[src/rtl/bsd_pkg.sv]
// ----------------------------------------------------------------------------
// Beep sequence detector package
// Shared widths, register indexes, reset values and types.
// ----------------------------------------------------------------------------
package bsd_pkg;

   localparam int MAG_BITS_DEF   = 16;
   localparam int TIME_BITS_DEF  = 32;
   localparam int COUNT_BITS_DEF = 4;

   localparam int THR_BITS   = 16;
   localparam int CONF_BITS  = 4;
   localparam int MS_BITS    = 16;
   localparam int PHASE_BITS = 2;
   localparam int BCNT_BITS  = 4;
   localparam int CSR_IDX_BITS  = 3;
   localparam int CSR_DATA_BITS = 16;

   localparam logic [THR_BITS-1:0]  THRESHOLD_RST = 16'd50;
   localparam logic [CONF_BITS-1:0] CONFIRM_RST   = 4'd3;
   localparam logic [MS_BITS-1:0]   MAX_MS_RST    = 16'd1500;
   localparam logic [CONF_BITS-1:0] NEEDED_RST    = 4'd3;

   typedef enum logic [PHASE_BITS-1:0] {
      PH_IDLE = 2'd0,
      PH_BEEP = 2'd1,
      PH_GAP  = 2'd2
   } phase_type;

   typedef enum logic [CSR_IDX_BITS-1:0] {
      REG_LOUD_THRESHOLD   = 3'd0,
      REG_LOUD_TO_CONFIRM  = 3'd1,
      REG_QUIET_TO_CONFIRM = 3'd2,
      REG_MAX_BEEP_MS      = 3'd3,
      REG_MAX_GAP_MS       = 3'd4,
      REG_BEEPS_NEEDED     = 3'd5
   } reg_idx_type;

   typedef struct packed {
      logic [THR_BITS-1:0]  loud_threshold;
      logic [CONF_BITS-1:0] loud_to_confirm;
      logic [CONF_BITS-1:0] quiet_to_confirm;
      logic [MS_BITS-1:0]   max_beep_ms;
      logic [MS_BITS-1:0]   max_gap_ms;
      logic [CONF_BITS-1:0] beeps_needed;
   } cfg_type;

endpackage

[src/rtl/beep_sequence_detector.sv]
// ----------------------------------------------------------------------------
// Beep sequence detector
// Counts confirmed beeps separated by gaps and flags a complete sequence.
// ----------------------------------------------------------------------------
// Usage:
//   req_* carries one sample per beat: magnitude and millisecond timestamp.
//   rsp_* returns one beat per sample: detected flag, phase after the
//   sample and the running beep count.
//   csr_* writes the six settings (threshold, confirm counts, phase time
//   limits, beeps needed); csr_ready is always high. Write only while idle.
//   An accepted sample lands in the input register; the phase update loads
//   the result register from it once that register is empty or being read,
//   and rsp_tvalid rises with the loaded result. Throughput is one sample
//   per cycle while rsp_tready is high, set by the combinational phase
//   update loop.
//   When rsp_tready is low the result holds and one more sample is taken
//   into the input register; req_tready then drops until the result leaves.
//   Reset clears the phase to idle, all counters and the phase start time,
//   and restores the default settings.
// ----------------------------------------------------------------------------
module beep_sequence_detector #(
   parameter int MAG_BITS   = bsd_pkg::MAG_BITS_DEF,
   parameter int TIME_BITS  = bsd_pkg::TIME_BITS_DEF,
   parameter int COUNT_BITS = bsd_pkg::COUNT_BITS_DEF,
   localparam int REQ_BITS  = ((MAG_BITS + TIME_BITS + 7) / 8) * 8,
   localparam int RSP_FIELD_BITS = 1 + bsd_pkg::PHASE_BITS + bsd_pkg::BCNT_BITS,
   localparam int RSP_BITS  = ((RSP_FIELD_BITS + 7) / 8) * 8
) (
   input  logic                              clock,
   input  logic                              reset,
   input  logic                              req_tvalid,
   output logic                              req_tready,
   input  logic [REQ_BITS-1:0]               req_tdata,  // magnitude, time_ms
   output logic                              rsp_tvalid,
   input  logic                              rsp_tready,
   output logic [RSP_BITS-1:0]               rsp_tdata,  // detected, phase, beep_count
   input  logic                              csr_valid,
   output logic                              csr_ready,
   input  logic [bsd_pkg::CSR_IDX_BITS-1:0]  csr_index,
   input  logic [bsd_pkg::CSR_DATA_BITS-1:0] csr_data
);

   localparam int CNT_OUT_BITS =
      (COUNT_BITS > bsd_pkg::BCNT_BITS) ? COUNT_BITS : bsd_pkg::BCNT_BITS;

   bsd_pkg::cfg_type cfg_ff;

   logic                  in_valid_ff;
   logic [MAG_BITS-1:0]   in_mag_ff;
   logic [TIME_BITS-1:0]  in_time_ff;

   bsd_pkg::phase_type    phase_ff;
   logic [COUNT_BITS-1:0] loud_run_ff;
   logic [COUNT_BITS-1:0] quiet_run_ff;
   logic [COUNT_BITS-1:0] beeps_ff;
   logic [TIME_BITS-1:0]  start_ff;

   bsd_pkg::phase_type    phase_in;
   logic [COUNT_BITS-1:0] loud_run_in;
   logic [COUNT_BITS-1:0] quiet_run_in;
   logic [COUNT_BITS-1:0] beeps_in;
   logic [TIME_BITS-1:0]  start_in;
   logic                  detected_in;

   logic                  out_valid_ff;
   logic [RSP_BITS-1:0]   out_data_ff;
   logic [RSP_BITS-1:0]   out_data_in;
   logic [CNT_OUT_BITS-1:0] beeps_wide;
   logic                  advance;

   assign advance    = in_valid_ff && (!out_valid_ff || rsp_tready);
   assign req_tready = !in_valid_ff || advance;
   assign rsp_tvalid = out_valid_ff;
   assign rsp_tdata  = out_data_ff;
   assign csr_ready  = 1'b1;

   always_ff @(posedge clock) begin
      if (reset) begin
         cfg_ff.loud_threshold   <= bsd_pkg::THRESHOLD_RST;
         cfg_ff.loud_to_confirm  <= bsd_pkg::CONFIRM_RST;
         cfg_ff.quiet_to_confirm <= bsd_pkg::CONFIRM_RST;
         cfg_ff.max_beep_ms      <= bsd_pkg::MAX_MS_RST;
         cfg_ff.max_gap_ms       <= bsd_pkg::MAX_MS_RST;
         cfg_ff.beeps_needed     <= bsd_pkg::NEEDED_RST;
      end else if (csr_valid) begin
         case (csr_index)
            bsd_pkg::REG_LOUD_THRESHOLD:   cfg_ff.loud_threshold <= csr_data;
            bsd_pkg::REG_LOUD_TO_CONFIRM:
               cfg_ff.loud_to_confirm <= csr_data[bsd_pkg::CONF_BITS-1:0];
            bsd_pkg::REG_QUIET_TO_CONFIRM:
               cfg_ff.quiet_to_confirm <= csr_data[bsd_pkg::CONF_BITS-1:0];
            bsd_pkg::REG_MAX_BEEP_MS:      cfg_ff.max_beep_ms <= csr_data;
            bsd_pkg::REG_MAX_GAP_MS:       cfg_ff.max_gap_ms <= csr_data;
            bsd_pkg::REG_BEEPS_NEEDED:
               cfg_ff.beeps_needed <= csr_data[bsd_pkg::CONF_BITS-1:0];
            default: ;
         endcase
      end
   end

   always_ff @(posedge clock) begin
      if (reset) begin
         in_valid_ff <= 1'b0;
      end else if (req_tready) begin
         in_valid_ff <= req_tvalid;
      end
   end

   always_ff @(posedge clock) begin
      if (req_tready && req_tvalid) begin
         in_mag_ff  <= req_tdata[MAG_BITS-1:0];
         in_time_ff <= req_tdata[MAG_BITS+TIME_BITS-1:MAG_BITS];
      end
   end

   bsd_step #(
      .MAG_BITS   (MAG_BITS),
      .TIME_BITS  (TIME_BITS),
      .COUNT_BITS (COUNT_BITS)
   ) u_step (
      .cfg           (cfg_ff),
      .magnitude     (in_mag_ff),
      .time_ms       (in_time_ff),
      .phase_cur     (phase_ff),
      .loud_run_cur  (loud_run_ff),
      .quiet_run_cur (quiet_run_ff),
      .beeps_cur     (beeps_ff),
      .start_cur     (start_ff),
      .phase_nxt     (phase_in),
      .loud_run_nxt  (loud_run_in),
      .quiet_run_nxt (quiet_run_in),
      .beeps_nxt     (beeps_in),
      .start_nxt     (start_in),
      .detected      (detected_in)
   );

   always_ff @(posedge clock) begin
      if (reset) begin
         phase_ff     <= bsd_pkg::PH_IDLE;
         loud_run_ff  <= '0;
         quiet_run_ff <= '0;
         beeps_ff     <= '0;
         start_ff     <= '0;
      end else if (advance) begin
         phase_ff     <= phase_in;
         loud_run_ff  <= loud_run_in;
         quiet_run_ff <= quiet_run_in;
         beeps_ff     <= beeps_in;
         start_ff     <= start_in;
      end
   end

   assign beeps_wide  = CNT_OUT_BITS'(beeps_in);
   assign out_data_in = RSP_BITS'({beeps_wide[bsd_pkg::BCNT_BITS-1:0],
                                   phase_in, detected_in});

   always_ff @(posedge clock) begin
      if (reset) begin
         out_valid_ff <= 1'b0;
      end else if (advance) begin
         out_valid_ff <= 1'b1;
      end else if (rsp_tready) begin
         out_valid_ff <= 1'b0;
      end
   end

   always_ff @(posedge clock) begin
      if (advance) begin
         out_data_ff <= out_data_in;
      end
   end

endmodule

[src/rtl/bsd_step.sv]
// ----------------------------------------------------------------------------
// Beep sequence detector step
// Next phase, run counters, beep count and start time for one sample.
// ----------------------------------------------------------------------------
module bsd_step #(
   parameter int MAG_BITS   = bsd_pkg::MAG_BITS_DEF,
   parameter int TIME_BITS  = bsd_pkg::TIME_BITS_DEF,
   parameter int COUNT_BITS = bsd_pkg::COUNT_BITS_DEF
) (
   input  bsd_pkg::cfg_type         cfg,
   input  logic [MAG_BITS-1:0]      magnitude,
   input  logic [TIME_BITS-1:0]     time_ms,
   input  bsd_pkg::phase_type       phase_cur,
   input  logic [COUNT_BITS-1:0]    loud_run_cur,
   input  logic [COUNT_BITS-1:0]    quiet_run_cur,
   input  logic [COUNT_BITS-1:0]    beeps_cur,
   input  logic [TIME_BITS-1:0]     start_cur,
   output bsd_pkg::phase_type       phase_nxt,
   output logic [COUNT_BITS-1:0]    loud_run_nxt,
   output logic [COUNT_BITS-1:0]    quiet_run_nxt,
   output logic [COUNT_BITS-1:0]    beeps_nxt,
   output logic [TIME_BITS-1:0]     start_nxt,
   output logic                     detected
);

   localparam int CMP_BITS = (MAG_BITS > bsd_pkg::THR_BITS) ? MAG_BITS : bsd_pkg::THR_BITS;
   localparam int CNT_CMP_BITS =
      (COUNT_BITS > bsd_pkg::CONF_BITS) ? COUNT_BITS : bsd_pkg::CONF_BITS;

   logic                   loud;
   logic [TIME_BITS-1:0]   elapsed;
   logic [TIME_BITS-1:0]   max_beep_ext;
   logic [TIME_BITS-1:0]   max_gap_ext;
   logic [CNT_CMP_BITS-1:0] lconf_ext;
   logic [CNT_CMP_BITS-1:0] qconf_ext;
   logic [CNT_CMP_BITS-1:0] need_ext;

   function automatic logic [COUNT_BITS-1:0] sat_inc(input logic [COUNT_BITS-1:0] v);
      sat_inc = (v == {COUNT_BITS{1'b1}}) ? v : v + 1'b1;
   endfunction

   function automatic logic [CNT_CMP_BITS-1:0] cext(input logic [COUNT_BITS-1:0] v);
      cext = CNT_CMP_BITS'(v);
   endfunction

   assign loud         = CMP_BITS'(magnitude) > CMP_BITS'(cfg.loud_threshold);
   assign elapsed      = time_ms - start_cur;
   assign max_beep_ext = TIME_BITS'(cfg.max_beep_ms);
   assign max_gap_ext  = TIME_BITS'(cfg.max_gap_ms);
   assign lconf_ext    = CNT_CMP_BITS'(cfg.loud_to_confirm);
   assign qconf_ext    = CNT_CMP_BITS'(cfg.quiet_to_confirm);
   assign need_ext     = CNT_CMP_BITS'(cfg.beeps_needed);

   always_comb begin
      phase_nxt     = phase_cur;
      loud_run_nxt  = loud_run_cur;
      quiet_run_nxt = quiet_run_cur;
      beeps_nxt     = beeps_cur;
      start_nxt     = start_cur;
      detected      = 1'b0;
      case (phase_cur)
         bsd_pkg::PH_BEEP: begin
            if (!loud) begin
               quiet_run_nxt = sat_inc(quiet_run_cur);
               loud_run_nxt  = '0;
            end else begin
               quiet_run_nxt = '0;
            end
            if (cext(quiet_run_nxt) >= qconf_ext) begin
               phase_nxt    = bsd_pkg::PH_GAP;
               start_nxt    = time_ms;
               loud_run_nxt = '0;
            end else if (elapsed > max_beep_ext) begin
               phase_nxt     = bsd_pkg::PH_IDLE;
               loud_run_nxt  = '0;
               quiet_run_nxt = '0;
            end
         end
         bsd_pkg::PH_GAP: begin
            if (loud) begin
               loud_run_nxt  = sat_inc(loud_run_cur);
               quiet_run_nxt = '0;
            end else begin
               loud_run_nxt = '0;
            end
            if (cext(loud_run_nxt) >= lconf_ext) begin
               phase_nxt     = bsd_pkg::PH_BEEP;
               start_nxt     = time_ms;
               beeps_nxt     = sat_inc(beeps_cur);
               quiet_run_nxt = '0;
               if (cext(beeps_nxt) >= need_ext) begin
                  detected     = 1'b1;
                  phase_nxt    = bsd_pkg::PH_IDLE;
                  loud_run_nxt = '0;
               end
            end else if (elapsed > max_gap_ext) begin
               phase_nxt     = bsd_pkg::PH_IDLE;
               loud_run_nxt  = '0;
               quiet_run_nxt = '0;
            end
         end
         default: begin
            phase_nxt = bsd_pkg::PH_IDLE;
            if (loud) begin
               loud_run_nxt  = sat_inc(loud_run_cur);
               quiet_run_nxt = '0;
            end else begin
               loud_run_nxt = '0;
            end
            if (cext(loud_run_nxt) >= lconf_ext) begin
               phase_nxt     = bsd_pkg::PH_BEEP;
               start_nxt     = time_ms;
               beeps_nxt     = COUNT_BITS'(1);
               quiet_run_nxt = '0;
            end
         end
      endcase
   end

endmodule

[config.mk]
export PLATFORM = sky130hd
export DESIGN_NAME = beep_sequence_detector
export DESIGN_NICKNAME = d
export VERILOG_FILES = /design/src/rtl/bsd_pkg.sv /design/src/rtl/beep_sequence_detector.sv /design/src/rtl/bsd_step.sv
export SDC_FILE = /design/constraint.sdc
export NUM_CORES = 1
export LEC_CHECK = 0
export ABC_AREA = 0
export BUFFER_PORTS_ARGS = -buffer_cell sky130_fd_sc_hd__buf_2
export CORE_MARGIN = 2
export CORE_UTILIZATION = 52
export CTS_CLUSTER_SIZE = 10
export DETAILED_ROUTE_END_ITERATION = 12
export PLACE_DENSITY_LB_ADDON = 0.3
export REMOVE_ABC_BUFFERS = 1
export SLEW_MARGIN = 40
export SYNTH_ARGS = -nofsm -noshare
export SYNTH_HDL_FRONTEND = slang
export SYNTH_SLANG_ARGS = --single-unit
[constraint.sdc]
create_clock -name clock -period 11.9 [get_ports clock]
set_input_delay 1.19 -clock clock [delete_from_list [all_inputs] [get_ports clock]]
set_output_delay 1.19 -clock clock [all_outputs]
set_load 0.05 [all_outputs]
==> results.py, run 1 <==
metrics = {
    "route": {
        "wl_met3_um": 1010,
        "highest_layer": "met4",
        "drc": 0,
        "via_count": 8375,
        "routedWlPerCell_um": 15.5,
        "drt_first_iter_violations": 608,
        "totalWireLength_um": 22800,
        "routed-wl-met2_um": 10900,
        "routed_via_density": 5.69,
        "m1WireLength_um": 10500,
        "ant_nets": 0,
        "firstDrtPassIters": 4,
    },
    "clocking": {
        "clk_pin_slew_ps": 60,
        "cts_hold_buffers": 0,
        "cts_resized": 0,
        "postCtsSetupBuffers": 0,
        "cts_tree": "yes",
        "clock_latency_ps": 430,
        "clockRootBuffer": "clkbuf_16",
        "cts.sinks": 163,
        "h-tree-depth": 4,
        "numCtsBuffers": 17,
        "cts.path.max_buffers": 2,
    },
    "synthesis": {
        "ys_ff_latch": 163,
        "ys_types": 80,
        "synth_area_um2": 9870,
        "syn_inst": 1174,
        "synth_edf_count": 55,
        "yosys-top-cells-area": "dfxtp_1, edfxtp_1, ha_1, nand2_1, a21oi_1",
        "synth.top_cell.area_share_pct": 21.9,
        "yosysTopAreaCell": "dfxtp_1",
        "avgSynthCellArea_um2": 8.41,
        "synth-main-ff-cell": "dfxtp_1",
        "yosysMostFrequentCell": "nand2_1",
        "async_flop_share_pct": 0,
        "synth_common_cells": "nand2_1, a21oi_1, dfxtp_1",
        "synth_warnings": 0,
        "ys_seq_area_share_pct": 38.6,
    },
    "grt": {
        "overflow": 0,
        "globalRouteTotalUtil_pct": 23.3,
        "antenna_found_initial": 0,
        "grt_max_degree": 59,
        "grt_pass1_vias": 8044,
        "grt_first_pass_wirelength_um": 38000,
    },
    "power_and_ir_drop": {
        "pwr_density_cell_nw_per_um2": 125,
        "peakVddDrop_v": 0.0000913,
        "leakage_nw": 4.30,
    },
    "setup_path": {
        "crit_fanout": 14,
        "r2r_end": "loud_run_ff[1]$_SDFFE_PP0P_",
        "crit_arrival_ps": 5230,
        "r2r_setup_slack_ps": 7040,
        "path_class": "reg2reg",
        "rr_startpoint": "in_mag_ff[1]$_DFFE_PP_",
        "worstPathRequired_ps": 12270,
        "ff2ff_path_depth": 19,
        "worstSetupEndpointType": "flop",
        "cp-start-kind": "flop",
    },
    "hold_path": {
        "whs_path_depth": 2,
        "min-delay-path-class": "reg2reg",
        "min_to": "start_ff[10]$_SDFFE_PP0P_",
        "min_from": "start_ff[10]$_SDFFE_PP0P_",
    },
    "place": {
        "dpl.hpwl_um": 17000,
        "place_congestion": 0.907,
        "portBuffers": 80,
    },
    "finish": {
        "diodes": 0,
        "syn_to_final_growth_pct": 10.8,
        "drive_above_1_share_pct": 11.1,
        "nets": 1394,
        "utilization_pct": 58.6,
    },
    "die": {
        "chipHeight_um": 142,
        "core_region_area_um2": 18600,
        "dieArea_um2": 20100,
        "die_x_um": 142,
        "pin_count": 83,
        "start_util_pct": 52.9,
        "num_rows": 50,
    },
    "timing": {
        "setup_viol": 0,
        "max_slew.worst_pin.slew_ps": 746,
        "fin_worst_skew_ps": 9.20,
        "hold_viol": 0,
        "rsz0062_at_grt": "no",
        "relSlewSlack_pct": 50.1,
        "finalCritPeriodShare_pct": 40.9,
        "final_max_slew_viol_count": 0,
        "max_freq_ghz": 0.206,
        "tns_ps": 0,
        "fin_crit_ps": 4860,
    },
    "job": {
        "maxCapViolCount": 0,
    },
    "outcome": {
        "status": "finished clean",
    },
}
[layer usage]
| metal | global-route usage (%) | vias up |
|---|---|---|
| met1 | 30.4 | 3926 |
| met5 | 0 | - |
| met3 | 4.35 | 28 |
| met4 | 6.47 | 0 |
| li1 | - | 4244 |
| met2 | 39.8 | 177 |
[placed cells by master, fill, tap and decap left out, types with 19 or more instances in the layout]
cell type and count:
nand2_1 223, a21oi_1 129, dfxtp_1 108, inv_1 102, ha_1 96, buf_2 80, nor2_1 68, edfxtp_1 55
o21ai_0 43, o211ai_1 27, nand4_1 20, a21o_1 19
[kinds of logic after synthesis]
family | Yosys count | synth area share (%)
AND/OR/NAND/NOR | 396 | 17.7
AO/OA/AOI/OAI | 320 | 21.0
multiplexers | 19 | 2.03
adder cells (fa/ha/maj) | 97 | 12.4
buffers and inverters | 155 | 6.24
flip-flops | 163 | 38.6
other | 2 | 0.0761
XOR/XNOR | 22 | 1.95
[metrics by stage]
step                      setup slack [ps]  instances  cell area (um^2)  power (mW)  hold WS [ps]
after floorplan                       7840       1123              9640       0.777           430
after global placement                6870       1440             10400       0.845           442
after global routing                  6660       1472             10900        1.43           468
final                                 7040       1472             10900        1.37           453
after CTS                             6920       1472             10900        1.38           455
after detailed placement              6980       1440             10400       0.849           446
[state kept, by name, indices dropped and copies added (netlist names)]
register and flops:
rsp_tvalid 1, phase_ff 2, start_ff 32, in_valid_ff 1, beeps_ff 4, quiet_run_ff 4
cfg_ff 60, in_time_ff 32, loud_run_ff 4, in_mag_ff 16, rsp_tdata 7
[power breakdown]
group | leakage [nW] | switching (mW) | internal, mW
combinational | 2.63 | 0.148 | 0.0881
clock | 0.262 | 0.236 | 0.292
sequential | 1.41 | 0.00922 | 0.596
[area by class of cell]
type / count / area, um^2
fillers: 1733 / 7710
multi-input cells: 856 / 5450
flip-flops and latches: 163 / 3810
clock buffers: 19 / 433
repair buffers: 83 / 423
inverters: 104 / 390
well taps: 234 / 293
clock inverters: 13 / 126
[worst max path at each step]
stage	startpoint	end	slack, ps	depth (start not counted)
2_1_floorplan	in_mag_ff[1]$_DFFE_PP_	start_ff[0]$_SDFFE_PP0P_	7840	18
3_3_place_gp	in_mag_ff[15]$_DFFE_PP_	loud_run_ff[3]$_SDFFE_PP0P_	6870	19
3_5_place_dp	in_mag_ff[1]$_DFFE_PP_	loud_run_ff[0]$_SDFFE_PP0P_	6980	19
4_1_cts	in_mag_ff[1]$_DFFE_PP_	loud_run_ff[0]$_SDFFE_PP0P_	6920	19
5_1_grt	cfg_ff[45]$_SDFFE_PP1P_	loud_run_ff[1]$_SDFFE_PP0P_	6660	20
6_report	in_mag_ff[1]$_DFFE_PP_	loud_run_ff[1]$_SDFFE_PP0P_	7040	19
[critical path: stages, from the launching register on]
cell	delay (ps)
edfxtp_1	380
ha_1	300
nor2b_1	140
o21a_1	160
o211ai_1	150
a31oi_1	140
a2111oi_1	660
a21oi_2	270
and2_1	240
inv_1	60
ha_1	210
nand2b_1	140
a21o_1	170
a21o_1	190
a21oi_1	480
and3_1	320
nand3b_1	120
o31ai_1	250
o311a_1	290
a32o_1	150
(Power assumes the default switching activity.)
==> inputs of run 2 (changes only) <==
==> constraint.sdc (replaced) <==
create_clock -name clock -period 4.7 [get_ports clock]
set_input_delay 0.47 -clock clock [delete_from_list [all_inputs] [get_ports clock]]
set_output_delay 0.47 -clock clock [all_outputs]
set_load 0.05 [all_outputs]
==> results.py, run 2 (same netlist as run 1, synthesis figures left out) <==
metrics = {
    "setup_path": {
        "crit_arrival_ps": 4730,
        "r2r_setup_slack_ps": 300,
        "worstPathRequired_ps": 5030,
        "worstSetupEndpointType": "flop",
        "worstPathCellList": "inv_1, ha_1, fa_1, nand2b_1, a21o_1, a211o_1, or2b_1, a21oi_1, xnor2_1, ha_1, nand4_1, nor2_1, o211ai_1, a21oi_1, a2111oi_2, buf_4, o21a_1, and2_1, nand2_1, o311a_1, a32o_1",
        "cp_slowest_cell": "fa_1",
        "r2r_end": "loud_run_ff[1]$_SDFFE_PP0P_",
        "max_stage_delay_ps": 390,
        "cp-startpoint": "in_time_ff[0]$_DFFE_PP_",
        "path_class": "reg2reg",
        "crit_fanout": 4,
        "rr_startpoint": "in_time_ff[0]$_DFFE_PP_",
        "ff2ff_path_depth": 21,
        "cp-start-kind": "flop",
    },
    "die": {
        "pin_count": 83,
        "chipHeight_um": 142,
        "start_util_pct": 52.9,
        "num_rows": 50,
        "core_region_area_um2": 18600,
        "die_x_um": 142,
        "dieArea_um2": 20100,
    },
    "clocking": {
        "postCtsSetupBuffers": 0,
        "cts_tree": "yes",
        "clk_pin_slew_ps": 70,
        "h-tree-depth": 4,
        "clock_latency_ps": 440,
        "clockRootBuffer": "clkbuf_16",
        "cts_resized": 0,
        "cts_hold_buffers": 0,
        "cts.sinks": 163,
        "numCtsBuffers": 17,
        "cts.path.max_buffers": 2,
    },
    "route": {
        "firstDrtPassIters": 6,
        "routedWlPerCell_um": 15.5,
        "routed_via_density": 5.67,
        "drc": 0,
        "via_count": 8369,
        "ant_nets": 0,
        "drt_first_iter_violations": 507,
        "totalWireLength_um": 22800,
    },
    "finish": {
        "syn_to_final_growth_pct": 11.6,
        "utilization_pct": 59.1,
        "biggestRegsByFlops": "cfg_ff x60, in_time_ff x32, start_ff x32",
        "fin_cells": 1476,
        "final_common_cell": "nand2_1",
        "largest_register": "cfg_ff",
        "nets": 1398,
        "fillers": 1663,
        "final_cell_mix": "nand2_1, a21oi_1, dfxtp_1",
        "drive_above_1_share_pct": 11.5,
        "largest_reg_flops": 60,
        "diodes": 0,
    },
    "power_and_ir_drop": {
        "pwr-share-clk_pct": 39.5,
        "power.net_switching_mw": 0.999,
        "peakVddDrop_v": 0.000283,
        "internal_power_mw": 2.54,
        "p_sw_share_pct": 28.2,
        "combPwrFrac_pct": 17.2,
        "leakage_nw": 4.36,
        "power_frac_seq_pct": 43.3,
        "pwr_density_cell_nw_per_um2": 322,
    },
    "outcome": {
        "status": "finished clean",
    },
    "place": {
        "dpl.hpwl_um": 16800,
        "place_ws_ps": 31.7,
        "placed_cells_incl_taps": 1444,
        "portBuffers": 80,
        "place_congestion": 0.942,
    },
    "grt": {
        "globalRouteTotalUtil_pct": 23.0,
        "grt_max_degree": 49,
        "antenna_found_initial": 0,
        "overflow": 0,
        "grt_first_pass_wirelength_um": 37400,
        "grt_pass1_vias": 7834,
    },
    "timing": {
        "fin_crit_ps": 4400,
        "max_freq_ghz": 0.227,
        "hold_viol": 0,
        "fin_worst_skew_ps": 10.1,
        "setup_slack_ps": 297,
        "finalCritPeriodShare_pct": 93.7,
        "timing.hold.ws_ps": 202,
        "final_max_slew_viol_count": 0,
        "relSlewSlack_pct": 49.8,
        "max_slew.worst_pin.slew_ps": 754,
        "setup_viol": 0,
    },
    "job": {
        "maxCapViolCount": 0,
    },
    "hold_path": {
        "min_to": "in_mag_ff[5]$_DFFE_PP_",
        "min_from": "req_tdata[5]",
        "min-delay-path-class": "in2reg",
        "whs_path_depth": 1,
    },
}
## run 2: cell count changes in the layout (fill, tap and decap cells not counted), moves of 2 or more
| cell | previous run | this run |
|---|---|---|
| clkinv_4 | 1 | 3 |
| buf_4 | 3 | 6 |
| a2111oi_1 | 2 | 0 |
| clkbuf_16 | 17 | 19 |
| clkinvlp_4 | 4 | 1 |
## run 2: how the worst max path moves through the flow
stage | to | slack [ps] | depth (start not counted)
final | loud_run_ff[1]$_SDFFE_PP0P_ | 300 | 21
after global routing | loud_run_ff[1]$_SDFFE_PP0P_ | -3 | 19
after CTS | loud_run_ff[1]$_SDFFE_PP0P_ | 8 | 21
after detailed placement | loud_run_ff[1]$_SDFFE_PP0P_ | 30 | 21
after global placement | loud_run_ff[3]$_SDFFE_PP0P_ | 350 | 21
after floorplan | start_ff[0]$_SDFFE_PP0P_ | 640 | 18
## run 2: worst max-delay path, delay by kind of cell (launching register included)
family,cells,cell delay (ps)
XOR/XNOR,1,230
buffers and inverters,2,230
adder cells (fa/ha/maj),3,900
flip-flops,1,340
AND/OR/NAND/NOR,6,830
AO/OA/AOI/OAI,9,1760
## run 2: layout make-up
cell class              instances  area, um^2  share of cell area, %
multi-input cells             856        5450                   49.5
flip-flops and latches        163        3810                   34.6
clock buffers                  20         479                   4.35
repair buffers                 87         465                   4.23
inverters                     104         390                   3.55
well taps                     234         293                   2.66
clock inverters                12         118                   1.07
## run 2: metrics by stage
step                      power, mW  setup TNS (ps)  instance area [um^2]
after floorplan                1.97               0                  9640
after CTS                      3.55               0                 11000
final                          3.54               0                 11000
after global routing           3.70           -4.22                 11000
after detailed placement       2.16               0                 10400
after global placement         2.15               0                 10400
## run 2: power by group through the flow
stage	registers (mW)	logic [mW]	clock network (mW)
finish	1.53	0.610	1.40
global route	1.54	0.681	1.48
CTS	1.53	0.599	1.42
detailed placement	1.56	0.593	0
global placement	1.56	0.584	0
floorplan	1.57	0.399	0
## run 2: routing by layer
metal  wire (um)  track usage (%)
met1       10400             29.3
met2       10900             38.7
met3        1150             4.96
met4         361             7.89
met5           0                0
